--- src/rtl/core/image_header_dimension_parser_assert.svh ---
// ----------------------------------------------------------------------------
// image header dimension parser assertion macros
// concurrent checks shared by the parser rtl
// ----------------------------------------------------------------------------
`ifndef IMAGE_HEADER_DIMENSION_PARSER_ASSERT_SVH
`define IMAGE_HEADER_DIMENSION_PARSER_ASSERT_SVH

// same-cycle implication
`define IHDP_ASSERT_IMPL(label, clk, rst_n, ante, cons) \
    label: assert property (@(posedge clk) disable iff (!rst_n) (ante) |-> (cons)) \
        else $error("assertion failed");

// next-cycle implication
`define IHDP_ASSERT_NEXT(label, clk, rst_n, ante, cons) \
    label: assert property (@(posedge clk) disable iff (!rst_n) (ante) |=> (cons)) \
        else $error("assertion failed");

`endif

--- src/rtl/core/ihdp_pkg.sv ---
// ----------------------------------------------------------------------------
// ihdp_pkg
// types, marker codes and helpers for the image header dimension parser
// ----------------------------------------------------------------------------
package ihdp_pkg;

    typedef enum logic [3:0] {
        PH_SIG0  = 4'd0,
        PH_JSIG  = 4'd1,
        PH_PSIG  = 4'd2,
        PH_PBODY = 4'd3,
        PH_JSEEK = 4'd4,
        PH_JMARK = 4'd5,
        PH_JSOF  = 4'd6,
        PH_JLEN  = 4'd7,
        PH_JSKIP = 4'd8
    } phase_t;

    typedef enum logic [1:0] {
        DEC_NONE = 2'd0,
        DEC_FAIL = 2'd1,
        DEC_OK   = 2'd2
    } dec_t;

    typedef struct packed {
        logic        found;
        logic [31:0] height;
        logic [31:0] width;
    } result_t;

    localparam logic [7:0] BYTE_FILL   = 8'hFF;
    localparam logic [7:0] JPEG_SOI    = 8'hD8;
    localparam logic [7:0] JPEG_SOF_LO = 8'hC0;
    localparam logic [7:0] JPEG_SOF_HI = 8'hCF;
    localparam logic [7:0] JPEG_DHT    = 8'hC4;
    localparam logic [7:0] JPEG_JPG    = 8'hC8;
    localparam logic [7:0] JPEG_DAC    = 8'hCC;
    localparam logic [7:0] JPEG_SOS    = 8'hDA;
    localparam logic [7:0] JPEG_EOI    = 8'hD9;
    localparam logic [7:0] PNG_SIG0    = 8'h89;
    localparam logic [7:0] PNG_SIG1    = 8'h50;
    localparam logic [7:0] PNG_SIG2    = 8'h4E;
    localparam logic [7:0] PNG_SIG3    = 8'h47;

    localparam logic [4:0] PNG_SIG_END = 5'd4;
    localparam logic [4:0] PNG_W_FIRST = 5'd16;
    localparam logic [4:0] PNG_W_LAST  = 5'd19;
    localparam logic [4:0] PNG_H_FIRST = 5'd20;
    localparam logic [4:0] PNG_H_LAST  = 5'd23;

    localparam logic [2:0] SOF_H_HI = 3'd3;
    localparam logic [2:0] SOF_H_LO = 3'd4;
    localparam logic [2:0] SOF_W_HI = 3'd5;
    localparam logic [2:0] SOF_W_LO = 3'd6;
    localparam logic [2:0] SOF_DONE = 3'd7;

    function automatic logic is_sof(input logic [7:0] b);
        return (b >= JPEG_SOF_LO) && (b <= JPEG_SOF_HI) &&
               (b != JPEG_DHT) && (b != JPEG_JPG) && (b != JPEG_DAC);
    endfunction

    function automatic logic [7:0] png_sig(input logic [1:0] idx);
        logic [7:0] v;
        unique case (idx)
            2'd0: v = PNG_SIG0;
            2'd1: v = PNG_SIG1;
            2'd2: v = PNG_SIG2;
            2'd3: v = PNG_SIG3;
            default: v = PNG_SIG0;
        endcase
        return v;
    endfunction

endpackage

--- src/rtl/core/image_header_dimension_parser.sv ---
// ----------------------------------------------------------------------------
// image_header_dimension_parser
// reads jpeg or png file bytes and gives one width/height result per file
// ----------------------------------------------------------------------------
//  channel | dir | tdata                        | tuser | tlast
//  s_      | in  | [7:0] data_byte              | -     | end_of_file
//  m_      | out | [31:0] width, [63:32] height | found | -
//
//  one byte beat per cycle while s_tready is high; parse state moves on the accepted beat itself
//  a result is registered into the output buffer on the accepted byte that decides it
//  two-entry output buffer: s_tready drops only while both entries are full
//  synchronous active-low reset clears parse state and both output entries
// ----------------------------------------------------------------------------
`include "image_header_dimension_parser_assert.svh"

module image_header_dimension_parser (
    input  logic        aclk,
    input  logic        aresetn,
    input  logic        s_tvalid,
    output logic        s_tready,
    input  logic [7:0]  s_tdata,   // [7:0] data_byte
    input  logic        s_tlast,
    output logic        m_tvalid,
    input  logic        m_tready,
    output logic [63:0] m_tdata,   // [31:0] width, [63:32] height
    output logic        m_tuser    // [0] found
);

    ihdp_pkg::phase_t  phase_reg, phase_next;
    logic [4:0]        pos_reg, pos_next;
    logic [15:0]       seg_reg, seg_next;
    logic [2:0]        field_reg, field_next;
    logic [31:0]       w_reg, w_next;
    logic [31:0]       h_reg, h_next;
    logic              reported_reg;
    ihdp_pkg::dec_t    dec;

    logic              out_valid_reg, skid_valid_reg;
    ihdp_pkg::result_t out_reg, skid_reg, res;

    logic              s_accept, m_pop, res_push;
    logic [15:0]       len_full, len_less, seg_dec;
    logic [4:0]        pos_inc;

    assign s_tready = !skid_valid_reg;
    assign s_accept = s_tvalid && s_tready;
    assign m_tvalid = out_valid_reg;
    assign m_pop    = out_valid_reg && m_tready;
    assign m_tdata  = {out_reg.height, out_reg.width};
    assign m_tuser  = out_reg.found;

    assign len_full = seg_reg | {8'h00, s_tdata};
    assign len_less = len_full - 16'd2;
    assign seg_dec  = seg_reg - {15'd0, (seg_reg != 16'd0)};
    assign pos_inc  = pos_reg + 5'd1;

    always_comb begin
        phase_next = phase_reg;
        pos_next   = pos_reg;
        seg_next   = seg_reg;
        field_next = field_reg;
        w_next     = w_reg;
        h_next     = h_reg;
        dec        = ihdp_pkg::DEC_NONE;
        unique case (phase_reg)
            ihdp_pkg::PH_SIG0: begin
                if (s_tdata == ihdp_pkg::BYTE_FILL) begin
                    phase_next = ihdp_pkg::PH_JSIG;
                end else if (s_tdata == ihdp_pkg::PNG_SIG0) begin
                    phase_next = ihdp_pkg::PH_PSIG;
                    pos_next   = 5'd1;
                end else begin
                    dec = ihdp_pkg::DEC_FAIL;
                end
            end
            ihdp_pkg::PH_JSIG: begin
                if (s_tdata != ihdp_pkg::JPEG_SOI) begin
                    dec = ihdp_pkg::DEC_FAIL;
                end else begin
                    phase_next = ihdp_pkg::PH_JSEEK;
                end
            end
            ihdp_pkg::PH_PSIG: begin
                if (s_tdata != ihdp_pkg::png_sig(pos_reg[1:0])) begin
                    dec = ihdp_pkg::DEC_FAIL;
                end else begin
                    pos_next = pos_inc;
                    if (pos_inc >= ihdp_pkg::PNG_SIG_END) begin
                        phase_next = ihdp_pkg::PH_PBODY;
                    end
                end
            end
            ihdp_pkg::PH_PBODY: begin
                if (pos_reg >= ihdp_pkg::PNG_W_FIRST && pos_reg <= ihdp_pkg::PNG_W_LAST) begin
                    w_next = {w_reg[23:0], s_tdata};
                end else if (pos_reg >= ihdp_pkg::PNG_H_FIRST &&
                             pos_reg <= ihdp_pkg::PNG_H_LAST) begin
                    h_next = {h_reg[23:0], s_tdata};
                end
                if (pos_reg >= ihdp_pkg::PNG_H_LAST) begin
                    dec = ihdp_pkg::DEC_OK;
                end else begin
                    pos_next = pos_inc;
                end
            end
            ihdp_pkg::PH_JSEEK: begin
                if (s_tdata != ihdp_pkg::BYTE_FILL) begin
                    dec = ihdp_pkg::DEC_FAIL;
                end else begin
                    phase_next = ihdp_pkg::PH_JMARK;
                end
            end
            ihdp_pkg::PH_JMARK: begin
                if (s_tdata == ihdp_pkg::BYTE_FILL) begin
                    phase_next = ihdp_pkg::PH_JMARK;
                end else if (s_tdata == ihdp_pkg::JPEG_SOS || s_tdata == ihdp_pkg::JPEG_EOI) begin
                    dec = ihdp_pkg::DEC_FAIL;
                end else begin
                    field_next = 3'd0;
                    if (ihdp_pkg::is_sof(s_tdata)) begin
                        phase_next = ihdp_pkg::PH_JSOF;
                    end else begin
                        seg_next   = 16'd0;
                        phase_next = ihdp_pkg::PH_JLEN;
                    end
                end
            end
            ihdp_pkg::PH_JSOF: begin
                if (field_reg == ihdp_pkg::SOF_H_HI || field_reg == ihdp_pkg::SOF_H_LO) begin
                    h_next = {16'd0, h_reg[7:0], s_tdata};
                end else if (field_reg == ihdp_pkg::SOF_W_HI ||
                             field_reg == ihdp_pkg::SOF_W_LO) begin
                    w_next = {16'd0, w_reg[7:0], s_tdata};
                end
                if (field_reg >= ihdp_pkg::SOF_DONE) begin
                    dec = ihdp_pkg::DEC_OK;
                end else begin
                    field_next = field_reg + 3'd1;
                end
            end
            ihdp_pkg::PH_JLEN: begin
                if (field_reg == 3'd0) begin
                    seg_next   = {s_tdata, 8'h00};
                    field_next = 3'd1;
                end else if (len_full < 16'd2) begin
                    seg_next = len_full;
                    dec      = ihdp_pkg::DEC_FAIL;
                end else begin
                    seg_next   = len_less;
                    phase_next = (len_less != 16'd0) ? ihdp_pkg::PH_JSKIP : ihdp_pkg::PH_JSEEK;
                end
            end
            ihdp_pkg::PH_JSKIP: begin
                seg_next = seg_dec;
                if (seg_dec == 16'd0) begin
                    phase_next = ihdp_pkg::PH_JSEEK;
                end
            end
            default: begin
                dec = ihdp_pkg::DEC_FAIL;
            end
        endcase
        if (dec == ihdp_pkg::DEC_NONE && s_tlast) begin
            dec = ihdp_pkg::DEC_FAIL;
        end
    end

    always_comb begin
        res.found  = (dec == ihdp_pkg::DEC_OK);
        res.width  = (dec == ihdp_pkg::DEC_OK) ? w_next : 32'd0;
        res.height = (dec == ihdp_pkg::DEC_OK) ? h_next : 32'd0;
    end

    assign res_push = s_accept && !reported_reg && (dec != ihdp_pkg::DEC_NONE);

    // parse state
    always_ff @(posedge aclk) begin
        if (!aresetn) begin
            phase_reg    <= ihdp_pkg::PH_SIG0;
            pos_reg      <= 5'd0;
            seg_reg      <= 16'd0;
            field_reg    <= 3'd0;
            w_reg        <= 32'd0;
            h_reg        <= 32'd0;
            reported_reg <= 1'b0;
        end else if (s_accept) begin
            if (s_tlast) begin
                phase_reg    <= ihdp_pkg::PH_SIG0;
                pos_reg      <= 5'd0;
                seg_reg      <= 16'd0;
                field_reg    <= 3'd0;
                w_reg        <= 32'd0;
                h_reg        <= 32'd0;
                reported_reg <= 1'b0;
            end else if (!reported_reg) begin
                phase_reg <= phase_next;
                pos_reg   <= pos_next;
                seg_reg   <= seg_next;
                field_reg <= field_next;
                w_reg     <= w_next;
                h_reg     <= h_next;
                if (dec != ihdp_pkg::DEC_NONE) begin
                    reported_reg <= 1'b1;
                end
            end
        end
    end

    // output buffer control
    always_ff @(posedge aclk) begin
        if (!aresetn) begin
            out_valid_reg  <= 1'b0;
            skid_valid_reg <= 1'b0;
        end else begin
            if (m_pop) begin
                if (skid_valid_reg) begin
                    skid_valid_reg <= 1'b0;
                end else begin
                    out_valid_reg <= res_push;
                end
            end else if (out_valid_reg) begin
                if (res_push) begin
                    skid_valid_reg <= 1'b1;
                end
            end else begin
                out_valid_reg <= res_push;
            end
        end
    end

    // output buffer payload
    always_ff @(posedge aclk) begin
        if (m_pop && skid_valid_reg) begin
            out_reg <= skid_reg;
        end else if (res_push && (m_pop || !out_valid_reg)) begin
            out_reg <= res;
        end
        if (res_push && out_valid_reg && !m_pop) begin
            skid_reg <= res;
        end
    end

    `IHDP_ASSERT_IMPL(a_skid_behind_out, aclk, aresetn, skid_valid_reg, out_valid_reg)
    `IHDP_ASSERT_IMPL(a_no_result_after_report, aclk, aresetn, s_accept && reported_reg, !res_push)
    `IHDP_ASSERT_IMPL(a_eof_gives_result, aclk, aresetn, s_accept && s_tlast && !reported_reg, res_push)
    `IHDP_ASSERT_NEXT(a_eof_restarts, aclk, aresetn, s_accept && s_tlast,
                      phase_reg == ihdp_pkg::PH_SIG0 && !reported_reg)
    `IHDP_ASSERT_NEXT(a_push_shows, aclk, aresetn, res_push, m_tvalid)

endmodule

--- config.mk ---
export PLATFORM = sky130hd
export DESIGN_NAME = image_header_dimension_parser
export DESIGN_NICKNAME = d
export VERILOG_FILES = /design/src/rtl/core/ihdp_pkg.sv /design/src/rtl/core/image_header_dimension_parser.sv
export VERILOG_INCLUDE_DIRS = /design/src /design/src/rtl/core
export SDC_FILE = /design/constraint.sdc
export NUM_CORES = 1
export LEC_CHECK = 0
export BUFFER_PORTS_ARGS = -buffer_cell sky130_fd_sc_hd__clkbuf_2
export CAP_MARGIN = 10
export CORE_MARGIN = 2
export CORE_UTILIZATION = 46
export CTS_CLUSTER_DIAMETER = 200
export CTS_CLUSTER_SIZE = 30
export DETAILED_ROUTE_END_ITERATION = 10
export HOLD_SLACK_MARGIN = 0.03
export PLACE_DENSITY_LB_ADDON = 0.12
export SYNTH_ARGS = -nofsm -noshare
export SYNTH_HDL_FRONTEND = slang
export SYNTH_SLANG_ARGS = --single-unit
--- constraint.sdc ---
create_clock -name aclk -period 14.8 [get_ports aclk]
set_clock_uncertainty 0.05 [all_clocks]
set_input_delay 2.96 -clock aclk [delete_from_list [all_inputs] [get_ports aclk]]
set_output_delay 2.96 -clock aclk [all_outputs]
set_load 0.02 [all_outputs]
Word-level counts from Yosys, hierarchy flattened
Cells that the tools add are included.
W data, S select, Z words.
{"block": "word_totals", "word_cells": 194, "output_inout_bits": 67, "regBits": 225, "inputBits": 13, "latchBits": 0, "ramBits": 0, "rom_bits": 0, "mem_count": 0}
{"block": "classes", "mul": 0, "shift": 0, "n_addsub": 4, "eq_ne": 45, "n_lt_le_gt_ge": 10, "reduce_logical": 43, "muxes": 75, "bitwise_logic": 2, "div": 0}
{"operator": "$mux W32", "count": 12}
{"operator": "$mux W65", "count": 2}
{"operator": "$pmux W32 S2", "count": 2}
{"operator": "$mux W16", "count": 7}
{"operator": "$mux W4", "count": 14}
{"operator": "$pmux W16 S3", "count": 1}
{"operator": "$ne A3 B3 Y1 const B", "count": 15}
{"operator": "$ne A8 B8 Y1 const B", "count": 5}
{"operator": "$eq A8 B8 Y1 const B", "count": 4}
{"operator": "$pmux W8 S4", "count": 1}
{"operator": "$reduce_bool A16 Y1", "count": 2}
{"operator": "$mux W5", "count": 6}
{"operator": "$pmux W4 S7", "count": 1}
{"operator": "$mux W3", "count": 6}
{"operator": "$pmux W2 S9", "count": 1}
{"operator": "$eq A4 B3 Y1 const B", "count": 4}
{"operator": "$logic_not A16 Y1", "count": 1}
{"operator": "$lt A16 B2 Y1 const B", "count": 1}
{"operator": "$mux W1", "count": 16}
{"operator": "$or A16 B8 Y16", "count": 1}
{"operator": "$sub A16 B1 Y16", "count": 1}
{"operator": "$sub A16 B2 Y16 const B", "count": 1}
{"operator": "$ge A5 B5 Y1 const B", "count": 3}
{"operator": "$logic_and A1 B1 Y1", "count": 15}
{"operator": "35 further kinds", "count": 57}

Depth between registers and ports, before layout
{"block": "depth", "depth_word": 14, "depth_mapped": 13, "mapped_depth_nobuf": 12}

Worst setup path before layout
OpenSTA, ideal clock, no wires.
{"block": "synth_timing", "kind": "input to register", "startpoint": "input port s_tdata[5]", "endpoint": "register skid_reg[0] in the netlist's numbering, enable pin", "t_arrival_ns": 8.737, "required_time_ns": 14.182, "setup_time_ns": 0.568, "path_slack_ns": 5.445, "cell_stages": 7, "path_buffers": 1, "cell_sequence": "nor4_4 > and4_1 > buf_2 > nand4_1 > o2111a_1 > a311o_1 > nor3_1"}
{"block": "synth_between", "elab_chain_cells": 12, "elab_cells_between_ends": 27, "classes_between": "order compare: 1; eq/ne: 7; mux: 11; bitwise: 1; reduce/logical: 7"}
{"element": "start, declared", "line": "image_header_dimension_parser.sv:21", "text": "input logic [7:0] s_tdata,"}
{"element": "$or A16 B8 Y16 or $eq A8 B8 Y1 (tied branches)", "line": "image_header_dimension_parser.sv:52, image_header_dimension_parser.sv:116"}
{"element": "$lt A16 B2 Y1 or $logic_or A1 B1 Y1 (tied branches)", "line": "image_header_dimension_parser.sv:145, image_header_dimension_parser.sv:116"}
{"element": "$mux W1 (on tied branches)", "line": "image_header_dimension_parser.sv:145, image_header_dimension_parser.sv:116"}
{"element": "$mux W1 (on tied branches)", "line": "image_header_dimension_parser.sv:142, image_header_dimension_parser.sv:114"}
{"element": "$pmux W2 S9 (*)", "line": "image_header_dimension_parser.sv:65", "text": "unique case (phase_reg)"}
{"element": "$logic_not A2 Y1", "line": "image_header_dimension_parser.sv:163", "text": "if (dec == ihdp_pkg::DEC_NONE && s_tlast) begin"}
{"element": "$logic_and A1 B1 Y1", "line": "image_header_dimension_parser.sv:163"}
{"element": "$mux W2 (*)", "line": "image_header_dimension_parser.sv:163"}
{"element": "$reduce_bool A2 Y1 (*)", "line": "image_header_dimension_parser.sv:174", "text": "assign res_push = s_accept && !reported_reg && (dec != ihdp_pkg::DEC_NONE);"}
{"element": "$logic_and A1 B1 Y1 (*)", "line": "image_header_dimension_parser.sv:174"}
{"element": "$logic_and A1 B1 Y1 (*) (2 in series)", "line": "image_header_dimension_parser.sv:238", "text": "if (res_push && out_valid_reg && !m_pop) begin"}
{"element": "end signal, assigned", "line": "image_header_dimension_parser.sv:239", "text": "skid_reg <= res;"}
{"element": "end, declared", "line": "image_header_dimension_parser.sv:39", "text": "ihdp_pkg::result_t out_reg, skid_reg, res;"}
Every way passes the cells marked *; elsewhere a longest branch is shown, timed or not.
A chain may end at the register's enable or synchronous reset.

Worst setup path in the final report
{"block": "layout_timing", "startpoint": "input port s_tdata[7]", "endpoint": "register skid_reg[57] in the netlist's numbering, enable pin"}
Same word-level chain as after synthesis.

==> impl_metrics.json <==
{
  "cts.sink_count": 225,
  "ant_nets": 0,
  "crit_fanout": 65,
  "syn-cell-area_um2": 10910,
  "area_delta_synth_final_pct": 7.499,
  "cts_resized": 0,
  "drive_above_1_share": 0.1316,
  "track_usage": 0.2035,
  "numCtsBuffers": 11,
  "ys.flop_type": "edfxtp_1",
  "synth-seq-cells": 225,
  "dr.first_iter.drc_count": 854,
  "die_x_um": 158.0,
  "num_vias": 8373,
  "hold_path.startpoint": "w_reg[24]",
  "cp_data_required_time_ns": 14.85,
  "overflow": 0,
  "dieArea_um2": 24970,
  "ys_types": 83,
  "crit_slowest_cell": "buf_4",
  "slew_viol_final": 0,
  "grt_pass1_wl_um": 40670,
  "antenna_cells": 0,
  "holdBufCountCts": 0,
  "htree_levels": 1,
  "initial_core_util": 0.4663,
  "routedWlPerCell_um": 17.99,
  "rsz0062_at_grt": "false",
  "async_flop_share": 0,
  "fmax_ghz": 0.1728,
  "nNetsFinal": 1139,
  "stdcell_area_um2": 11730,
  "run_status": "completed",
  "drcViolationCount": 0,
  "clk-insertion-delay-late_ns": 0.48,
  "synth-seq-area-share": 0.5320,
  "largest_reg_flops": 65,
  "synth-edff-count": 130,
  "timing.final.crit_share": 0.3911,
  "drt_wl_total_um": 25840,
  "startpoint_type": "input pin",
  "finalSetupTns_ns": 0,
  "cts_root_buf": "clkbuf_16",
  "critPathKind": "input pin to flop",
  "cts_tree": "done",
  "cpPeakStageDelay_ns": 0.66,
  "gp_congestion": 0.9457,
  "arrival_ns": 5.84,
  "first_global_vias": 7373,
  "fill_cells": 2242,
  "grt_antenna_before_repair": 0,
  "hold_violations": 0,
  "leakagePower_nw": 4.017,
  "cts_buffer_depth": 3,
  "place_area_um2": 11420,
  "vdd_ir_drop_max_v": 0.00005592,
  "finalSetupViolCount": 0,
  "worstReg2RegStart": "phase_reg[1]",
  "synth_cells": 1100,
  "cp_cell_sequence": "clkbuf_2, nor4_1, and4_1, nand4_1, o2111a_1, a311o_1, nor3_2, buf_4",
  "cp-end-kind": "flop",
  "worstHoldPathType": "flop to flop",
  "tightest_slew_ns": 1.127,
  "drt-pass1-iter-count": 6,
  "grt_max_degree": 100,
  "seqCellArea_um2": 5806,
  "synthTopCellsByArea": "edfxtp_1 36%, dfxtp_1 17%, a22oi_1 7.2%, nand2_1 5.3%, nor2_1 5.3%",
  "place_hpwl_um": 16910,
  "cellPowerDensity_nw_per_um2": 93.38,
  "synth_top_area_cell": "edfxtp_1",
  "layout_commonest_cell": "nand2_1",
  "ioPinCount": 80,
  "syn_area_per_cell_um2": 9.920,
  "multi_input_area_um2": 4653,
  "final_cell_mix": "154 x nand2_1, 153 x nor2_1, 130 x edfxtp_1",
  "port-buffer-count": 79,
  "yosysTopAreaCellShare": 0.3578,
  "rows": 56,
  "viasPerCell": 5.831,
  "clk_pin_slew_ns": 0.11,
  "period_needed_ns": 5.788,
  "max_cap_violations": 0,
  "synth_fp_nets": 1126,
  "slew-limit-headroom": 0.2458,
  "core_um2": 23400,
  "setup.worst_path.start": "s_tdata[7]",
  "ys_warn_count": 0,
  "post-cts-setup-buffers": 0,
  "dieHeight_um": 158.0
}
==> final timing paths <==
check	slack, ns	cells past startpoint	end
setup reg to reg	10.76	7	skid_reg[57]
setup / recovery	9.01	8	skid_reg[57]
hold / removal	0.46	2	w_reg[24]
hold reg to reg	0.46	2	w_reg[24]
==> Yosys cell counts (all sizes together), types with 20 or more instances <==
cell      n
nand2   155
nor2    155
edfxtp  130
a22oi   105
dfxtp    95
clkbuf   65
a21oi    48
o31ai    40
buf      26
o21ai    22
inv      20
xnor2    20
==> layout make-up <==
cell class,count,area share
flip-flops and latches,225,0.4949
multi-input cells,764,0.3967
repair buffers,91,0.04139
well taps,319,0.03403
clock buffers,16,0.02507
inverters,20,0.006507
clock inverters,1,0.001387
==> through the flow <==
stage | utilization | hold WS (ns) | total power [mW] | setup slack [ns] | cells
after floorplan | - | 0.4163 | 0.7475 | 5.445 | 1100
after global placement | 0.4880 | 0.4298 | 0.7718 | 8.677 | 1419
after detailed placement | 0.4880 | 0.4329 | 0.7727 | 8.608 | 1419
after CTS | 0.5012 | 0.4647 | 1.106 | 9.090 | 1436
after global routing | 0.5012 | 0.4878 | 1.133 | 8.746 | 1436
final | 0.5012 | 0.4620 | 1.095 | 9.012 | 1436
==> kinds of logic after synthesis <==
kind of cell             share of synthesized area
XOR/XNOR                                   0.01846
AND/OR/NAND/NOR                             0.1701
multiplexers                               0.03302
buffers and inverters                      0.04667
AO/OA/AOI/OAI                               0.1848
flip-flops                                  0.5320
adder cells (fa/ha/maj)                    0.01491
==> routing by layer <==
metal,track usage,wire [um]
met1,0.3100,12470
met2,0.3085,11460
met3,0.02108,1294
met4,0.05405,615
met5,0,0
==> power breakdown <==
part / internal (mW) / switching (mW) / total [mW]
clock network: 0.143 / 0.194 / 0.338
logic: 0.0179 / 0.0598 / 0.0777
registers: 0.675 / 0.00476 / 0.680
total: 0.837 / 0.259 / 1.10
==> worst max-delay path, delay by kind of cell <==
family                 cells  cell delay (ns)
AO/OA/AOI/OAI              2             0.61
buffers and inverters      2             0.91
AND/OR/NAND/NOR            4             1.26
No activity file was read; power rests on OpenSTA's default activity.
